## src/rtl/vecnorm_pkg.sv

```systemverilog
// Shared types and constants for the vector Euclidean norm block.
// Used by vecnorm_ctrl, vecnorm_dp and the vector_euclidean_norm top level.
`timescale 1ns / 1ps

package vecnorm_pkg;

    // Element precision taken from the low bits of the sample field.
    localparam int ElemBits    = 32;
    localparam int SampleWidth = 32;
    localparam int SumWidth    = 64;
    localparam int NormWidth   = 32;
    localparam int RootIters   = SumWidth / 2;
    localparam int IterBits    = $clog2(RootIters);
    // Partial remainder of the digit-by-digit square root.
    localparam int RemWidth    = NormWidth + 4;

    typedef enum logic [2:0] {
        ST_IDLE,
        ST_SQUARE,
        ST_ACCUM,
        ST_ROOT,
        ST_DONE
    } vecnorm_state_t;

    typedef struct packed {
        logic load_in;     // capture the element magnitude and flags
        logic square;      // register the square of the magnitude
        logic accum;       // add the square into the running sum
        logic root_step;   // one iteration of the square root
        logic out_load;    // move the finished norm into the output register
    } vecnorm_cmd_t;

    typedef struct packed {
        logic last_item;   // captured item closes the vector
        logic out_free;    // output register can take a new result
    } vecnorm_status_t;

endpackage

```

## src/rtl/vecnorm_dp.sv

```systemverilog
// Datapath of the vector Euclidean norm: magnitude, square, saturating sum,
// iterative square root and output register. Depends on vecnorm_pkg.
`timescale 1ns / 1ps

module vecnorm_dp (
    input  logic                               aclk,
    input  logic                               aresetn,
    input  logic [vecnorm_pkg::SampleWidth-1:0] sample,
    input  logic                               has_sample,
    input  logic                               last_element,
    input  vecnorm_pkg::vecnorm_cmd_t          cmd,
    output vecnorm_pkg::vecnorm_status_t       status,
    output logic [vecnorm_pkg::NormWidth-1:0]  norm,
    output logic                               saturated,
    output logic                               out_valid,
    input  logic                               out_ready
);
    import vecnorm_pkg::*;

    logic [ElemBits-1:0]   elem;
    logic [ElemBits-1:0]   mag;
    logic [ElemBits-1:0]   mag_reg;
    logic                  has_reg;
    logic                  last_reg;
    logic [2*ElemBits-1:0] prod_reg;
    logic                  prod_has_reg;

    logic [SumWidth-1:0]   sum_reg;
    logic [SumWidth-1:0]   sum_next;
    logic                  ovf_reg;
    logic                  ovf_next;
    logic [SumWidth:0]     sum_wide;
    logic [SumWidth-1:0]   sum_new;
    logic                  ovf_new;

    logic [SumWidth-1:0]   rad_reg;
    logic [SumWidth-1:0]   rad_next;
    logic [RemWidth-1:0]   rem_reg;
    logic [RemWidth-1:0]   rem_next;
    logic [RemWidth-1:0]   rem_sh;
    logic [RemWidth-1:0]   trial;
    logic [NormWidth-1:0]  root_reg;
    logic [NormWidth-1:0]  root_next;
    logic                  root_sat_reg;

    logic [NormWidth-1:0]  norm_reg;
    logic                  sat_reg;
    logic                  out_valid_reg;
    logic                  out_valid_next;

    // Two's complement magnitude; the most negative value maps to 2^(ElemBits-1).
    assign elem = sample[ElemBits-1:0];
    assign mag  = elem[ElemBits-1] ? (~elem + ElemBits'(1)) : elem;

    always_ff @(posedge aclk) begin
        if (cmd.load_in) begin
            mag_reg  <= mag;
            has_reg  <= has_sample;
            last_reg <= last_element;
        end
        if (cmd.square) begin
            prod_reg     <= mag_reg * mag_reg;
            prod_has_reg <= has_reg;
        end
    end

    // Saturating accumulation; the carry out of the wide add marks overflow.
    always_comb begin
        sum_wide = {1'b0, sum_reg} + {1'b0, SumWidth'(prod_reg)};
        if (!prod_has_reg) begin
            sum_new = sum_reg;
            ovf_new = ovf_reg;
        end else if (sum_wide[SumWidth]) begin
            sum_new = {SumWidth{1'b1}};
            ovf_new = 1'b1;
        end else begin
            sum_new = sum_wide[SumWidth-1:0];
            ovf_new = ovf_reg;
        end
    end

    always_comb begin
        sum_next = sum_reg;
        ovf_next = ovf_reg;
        if (cmd.accum) begin
            // The closing item starts a fresh vector once its sum moves to the root unit.
            sum_next = last_reg ? '0 : sum_new;
            ovf_next = last_reg ? 1'b0 : ovf_new;
        end
    end

    always_ff @(posedge aclk) begin
        if (!aresetn) begin
            sum_reg <= '0;
            ovf_reg <= 1'b0;
        end else begin
            sum_reg <= sum_next;
            ovf_reg <= ovf_next;
        end
    end

    // Digit-by-digit square root, two radicand bits per iteration.
    always_comb begin
        rem_sh    = {rem_reg[RemWidth-3:0], rad_reg[SumWidth-1 -: 2]};
        trial     = {2'b00, root_reg, 2'b01};
        rad_next  = {rad_reg[SumWidth-3:0], 2'b00};
        if (rem_sh >= trial) begin
            rem_next  = rem_sh - trial;
            root_next = {root_reg[NormWidth-2:0], 1'b1};
        end else begin
            rem_next  = rem_sh;
            root_next = {root_reg[NormWidth-2:0], 1'b0};
        end
    end

    always_ff @(posedge aclk) begin
        if (cmd.accum && last_reg) begin
            rad_reg      <= sum_new;
            rem_reg      <= '0;
            root_reg     <= '0;
            root_sat_reg <= ovf_new;
        end else if (cmd.root_step) begin
            rad_reg  <= rad_next;
            rem_reg  <= rem_next;
            root_reg <= root_next;
        end
    end

    // Output register: a waiting result does not block new elements.
    always_comb begin
        out_valid_next = out_valid_reg;
        if (cmd.out_load) begin
            out_valid_next = 1'b1;
        end else if (out_ready) begin
            out_valid_next = 1'b0;
        end
    end

    always_ff @(posedge aclk) begin
        if (!aresetn) begin
            out_valid_reg <= 1'b0;
        end else begin
            out_valid_reg <= out_valid_next;
        end
    end

    always_ff @(posedge aclk) begin
        if (cmd.out_load) begin
            norm_reg <= root_reg;
            sat_reg  <= root_sat_reg;
        end
    end

    assign status.last_item = last_reg;
    assign status.out_free  = !out_valid_reg || out_ready;

    assign norm      = norm_reg;
    assign saturated = sat_reg;
    assign out_valid = out_valid_reg;

endmodule

```

## src/rtl/vecnorm_ctrl.sv

```systemverilog
// Controller state machine of the vector Euclidean norm block.
// Sequences the datapath through its commands; depends on vecnorm_pkg.
`timescale 1ns / 1ps

module vecnorm_ctrl (
    input  logic                          aclk,
    input  logic                          aresetn,
    input  logic                          in_valid,
    output logic                          in_ready,
    input  vecnorm_pkg::vecnorm_status_t  status,
    output vecnorm_pkg::vecnorm_cmd_t     cmd
);
    import vecnorm_pkg::*;

    vecnorm_state_t      state_reg;
    vecnorm_state_t      state_next;
    logic [IterBits-1:0] iter_reg;
    logic [IterBits-1:0] iter_next;
    logic                iter_last;

    assign iter_last = (iter_reg == IterBits'(RootIters - 1));

    always_comb begin
        state_next = state_reg;
        case (state_reg)
            ST_IDLE: begin
                if (in_valid) begin
                    state_next = ST_SQUARE;
                end
            end
            ST_SQUARE: begin
                state_next = ST_ACCUM;
            end
            ST_ACCUM: begin
                state_next = status.last_item ? ST_ROOT : ST_IDLE;
            end
            ST_ROOT: begin
                if (iter_last) begin
                    state_next = ST_DONE;
                end
            end
            ST_DONE: begin
                if (status.out_free) begin
                    state_next = ST_IDLE;
                end
            end
            default: begin
                state_next = ST_IDLE;
            end
        endcase
    end

    always_comb begin
        cmd       = '0;
        in_ready  = 1'b0;
        iter_next = iter_reg;
        case (state_reg)
            ST_IDLE: begin
                in_ready    = 1'b1;
                cmd.load_in = in_valid;
            end
            ST_SQUARE: begin
                cmd.square = 1'b1;
            end
            ST_ACCUM: begin
                cmd.accum = 1'b1;
                iter_next = '0;
            end
            ST_ROOT: begin
                cmd.root_step = 1'b1;
                iter_next     = iter_reg + IterBits'(1);
            end
            ST_DONE: begin
                cmd.out_load = status.out_free;
            end
            default: begin
                cmd = '0;
            end
        endcase
    end

    always_ff @(posedge aclk) begin
        if (!aresetn) begin
            state_reg <= ST_IDLE;
            iter_reg  <= '0;
        end else begin
            state_reg <= state_next;
            iter_reg  <= iter_next;
        end
    end

endmodule

```

## src/rtl/vector_euclidean_norm.sv

```systemverilog
// Usage:
// Streaming Euclidean norm of a vector of signed Q16.16 elements. Each input
// transaction on the s_ channel carries one item: the element in s_tdata, a
// flag in s_tuser that says whether the element is real, and s_tlast on the
// item that closes the vector. Squares are summed in a 64-bit Q32.32 register
// that clamps at its maximum. On the closing item one result transaction
// leaves on the m_ channel: the floor of the square root of the sum as an
// unsigned Q16.16 norm in m_tdata and the saturation flag in m_tuser.
// Each item passes through capture, square and accumulate steps on the single
// registered multiplier and adder; a new item is taken only once the control
// is back in idle. After a closing item is taken, the square and accumulate
// steps, the iterations of the two-bits-per-cycle square root unit and the
// output register load follow in order, and m_tvalid rises with that load.
// The output register holds a result while the receiver stalls and new items
// keep being accepted; only a second finished norm waits for it to drain.
// Synchronous reset clears the sum, the saturation flag and the output valid.
// Depends on vecnorm_pkg, vecnorm_ctrl and vecnorm_dp.
`timescale 1ns / 1ps

module vector_euclidean_norm (
    input  logic                                aclk,
    input  logic                                aresetn,
    input  logic                                s_tvalid,
    output logic                                s_tready,
    input  logic [vecnorm_pkg::SampleWidth-1:0] s_tdata,   // [31:0] sample
    input  logic                                s_tuser,   // [0] has_sample
    input  logic                                s_tlast,
    output logic                                m_tvalid,
    input  logic                                m_tready,
    output logic [vecnorm_pkg::NormWidth-1:0]   m_tdata,   // [31:0] norm
    output logic                                m_tuser    // [0] saturated
);
    import vecnorm_pkg::*;

    vecnorm_cmd_t    cmd;
    vecnorm_status_t status;

    vecnorm_ctrl u_ctrl (
        .aclk     (aclk),
        .aresetn  (aresetn),
        .in_valid (s_tvalid),
        .in_ready (s_tready),
        .status   (status),
        .cmd      (cmd)
    );

    vecnorm_dp u_dp (
        .aclk         (aclk),
        .aresetn      (aresetn),
        .sample       (s_tdata),
        .has_sample   (s_tuser),
        .last_element (s_tlast),
        .cmd          (cmd),
        .status       (status),
        .norm         (m_tdata),
        .saturated    (m_tuser),
        .out_valid    (m_tvalid),
        .out_ready    (m_tready)
    );

endmodule

```

## config.mk

```make
export PLATFORM = sky130hd
export DESIGN_NAME = vector_euclidean_norm
export DESIGN_NICKNAME = d
export VERILOG_FILES = /design/src/rtl/vecnorm_pkg.sv /design/src/rtl/vecnorm_dp.sv /design/src/rtl/vecnorm_ctrl.sv /design/src/rtl/vector_euclidean_norm.sv
export SDC_FILE = /design/constraint.sdc
export NUM_CORES = 2
export LEC_CHECK = 0
export BUFFER_PORTS_ARGS = -buffer_cell sky130_fd_sc_hd__buf_4
export CAP_MARGIN = 30
export CORE_MARGIN = 5
export CORE_UTILIZATION = 35
export DETAILED_ROUTE_END_ITERATION = 10
export SLEW_MARGIN = 15
export SYNTH_ARGS = -nofsm -noshare
export SYNTH_HDL_FRONTEND = slang
export SYNTH_SLANG_ARGS = --single-unit
export TNS_END_PERCENT = 50
```

## constraint.sdc

```tcl
create_clock -name aclk -period 9.41 [get_ports aclk]
set_input_delay 0.941 -clock aclk [delete_from_list [all_inputs] [get_ports aclk]]
set_output_delay 0.941 -clock aclk [all_outputs]
set_load 0.02 [all_outputs]
```

==> impl_metrics.json <==
{
  "status": "completed",
  "cts.sinks": 336,
  "cts_buffers": 40,
  "finalHoldViolCount": 0,
  "crit_chain": "buf_4, and2_1, fa_1, ha_1, a31o_2, fa_1, inv_1, fa_1, inv_1, fa_1, fa_1, fa_1, fa_1, ha_1, nand4_1, nor3_1, o21ai_0, a2111oi_0, buf_4, or4_1, nand2b_1, a21oi_1, a31oi_1, xnor2_1",
  "syn_nets": 6357,
  "first_pass_iters": 5,
  "drive_gt1_share_pct": 5.26,
  "synth_warnings": 0,
  "groute.usage.overall_pct": 17.3,
  "min_period_over_period_pct": 95.0,
  "ant_nets": 0,
  "fin_util_pct": 38.2,
  "multi_input_area_mm2": 0.0345,
  "slew_headroom_pct": 27.9,
  "crit_fanout": 15,
  "yosys.area_share.simple_pct": 12.1,
  "synth_mux_area_share_pct": 0.595,
  "synth_xor_area_share_pct": 4.00,
  "drcViolationCount": 0,
  "hold_buffers": 0,
  "drt-initial-drc-count": 2322,
  "routed-via-count": 34767,
  "areaGrowthSynthToFinish_pct": 7.99,
  "syn_inst": 5129,
  "yosysSeqAreaShare_pct": 18.1,
  "cp.arrival_ps": 9260,
  "async_flop_share_pct": 0,
  "clkTransAtPathRegs_ps": 60,
  "nets": 6313,
  "yosys.area.top_type_share_pct": 33.0,
  "synth-compound-area-share_pct": 11.6,
  "grt_pass1_vias": 36510,
  "die_area_mm2": 0.145,
  "initial_core_util_pct": 35.3,
  "min_period_ps": 8940,
  "die_height_um": 380,
  "maxCapViolations": 0,
  "ys_ff_latch": 336,
  "vias_per_cell": 5.04,
  "clockBufferDepth": 3,
  "gp_congestion": 0.894,
  "synth_enable_flop_cells": 196,
  "grt_pass1_wl_um": 202000,
  "synth_fa_ha_area_share_pct": 43.4,
  "fin_area_mm2": 0.0518,
  "ys_types": 90,
  "critPathRequiredTime_ps": 9730,
  "cp-end-kind": "flop",
  "htreeDepth": 2,
  "start_kind": "flop",
  "synth.largest_area_cell": "fa_1",
  "rsz0062_at_grt": "no",
  "fillers": 13629,
  "placedInstanceArea_mm2": 0.0505,
  "drt_wl_total_um": 125000,
  "port_buffers": 72,
  "avgRoutedWirePerCell_um": 18.2,
  "register_area_mm2": 0.00869,
  "fin_setup_tns_ps": 0,
  "yosys_most_used_dff": "edfxtp_1",
  "syn_area_per_cell_um2": 9.35,
  "synthesis.area_mm2": 0.0480,
  "report.final.slew_viol_count": 0,
  "crit_path_max_incr_delay_ps": 910,
  "crit_top_cell": "fa_1",
  "hpwl_um": 101000,
  "yosys-top-cells-area": "fa_1 (33%), edfxtp_1 (12%), ha_1 (10%)",
  "cpMaxStageDelayCell": "edfxtp_1",
  "ctsResizeCount": 0,
  "setup_viol": 0,
  "hp-class": "flop to flop",
  "synth_top_family_by_area": "adder cells",
  "num_io_pins": 73,
  "reg2reg_slack_ps": 470,
  "fmax_mhz": 112,
  "skew_ps": 32.3,
  "worstSetupPathType": "flop to flop",
  "die_w_um": 380,
  "grt_max_degree": 86,
  "postCtsSetupBuffers": 0,
  "fp.coreArea_mm2": 0.136,
  "cts-root-buf": "clkbuf_16",
  "antenna_found_initial": 3,
  "worstSkewPairLatency_ps": 590,
  "worst_slew_pin_slew_ps": 1080,
  "cts_tree": "done",
  "rows": 135,
  "grt.overflow.total": 0
}
==> worst max-delay path: cells and delay by family (launching register included) <==
family / cells / cell delay [ps]
DFF: 1 / 910
xor gates and xnor gates: 1 / 140
adders and majority gates: 9 / 4290
buffers and inverters: 4 / 740
AOI/OAI and AO/OA: 5 / 1710
and+or+nand+nor: 5 / 860
==> cell usage after synthesis (8+ instances only) <==
master	instances
inv_1	1053
fa_1	792
nand2_1	438
ha_1	398
and2_1	242
a21oi_1	233
o21ai_0	224
nor2_1	219
clkbuf_1	204
edfxtp_1	196
xnor2_1	147
dfxtp_1	140
a21o_1	98
nand3_1	76
xor2_1	72
a211oi_1	49
nand4_1	48
o21bai_1	35
nor3_1	30
nor2b_1	29
o22ai_1	26
and3_1	25
mux2i_1	24
a31oi_1	23
buf_2	22
nand2b_1	20
o31ai_1	20
o21a_1	19
a31o_2	17
or3_1	16
a21boi_0	12
o211ai_1	12
nor4_1	11
or4_1	9
a211o_1	8
a41oi_1	8
or2_2	8
==> logic make-up after synthesis <==
family | Yosys count
AOI/OAI and AO/OA | 872
DFF | 336
buffers and inverters | 1284
adders and majority gates | 1190
and+or+nand+nor | 1200
muxes | 28
xor gates and xnor gates | 219
==> routing by layer <==
metal / vias to the layer above / share of wire, % / track usage, %
li1: 16314 / - / -
met1: 17355 / 45 / 24.1
met2: 931 / 46 / 28.2
met3: 165 / 6.5 / 3.15
met4: 2 / 2.4 / 3.87
met5: - / 0.010 / 0
==> layout by cell type, fill, tap and decap left out, drive strengths merged, types with 147 or more instances in the layout <==
cell type	n
and2	242
fa	792
a21oi	235
xnor2	147
nor2	219
ha	398
nand2	439
edfxtp	196
o21ai	233
inv	1056
==> final cells by class <==
| type | instances | share of cell area, % |
|---|---|---|
| Antenna cell | 1 | 0.00483 |
| Clock buffer | 56 | 2.12 |
| Clock inverter | 18 | 0.459 |
| Inverter | 1054 | 7.64 |
| Multi-Input combinational cell | 3509 | 66.6 |
| Sequential cell | 336 | 16.8 |
| Tap cell | 1781 | 4.30 |
| Timing Repair Buffer | 144 | 2.13 |
==> per-stage QoR <==
stage	setup WS [ps]	cells	hold WS, ps
floorplan	1610	5129	400
finish	472	6899	455
detailed placement	523	6822	414
global route	205	6898	466
CTS	502	6896	455
global placement	590	6820	408
==> final timing paths <==
kind / cells after the start / start / to
max: 24 / u_dp.mag_reg[15] / u_dp.prod_reg[58]
min: 0 / u_dp.root_reg[16] / u_dp.norm[16]
max reg2reg: 24 / u_dp.mag_reg[15] / u_dp.prod_reg[58]
min reg2reg: 0 / u_dp.root_reg[16] / u_dp.norm[16]
Power is not shown: default switching activity piles up to over one toggle a cycle in this logic, so the estimate is an artifact.
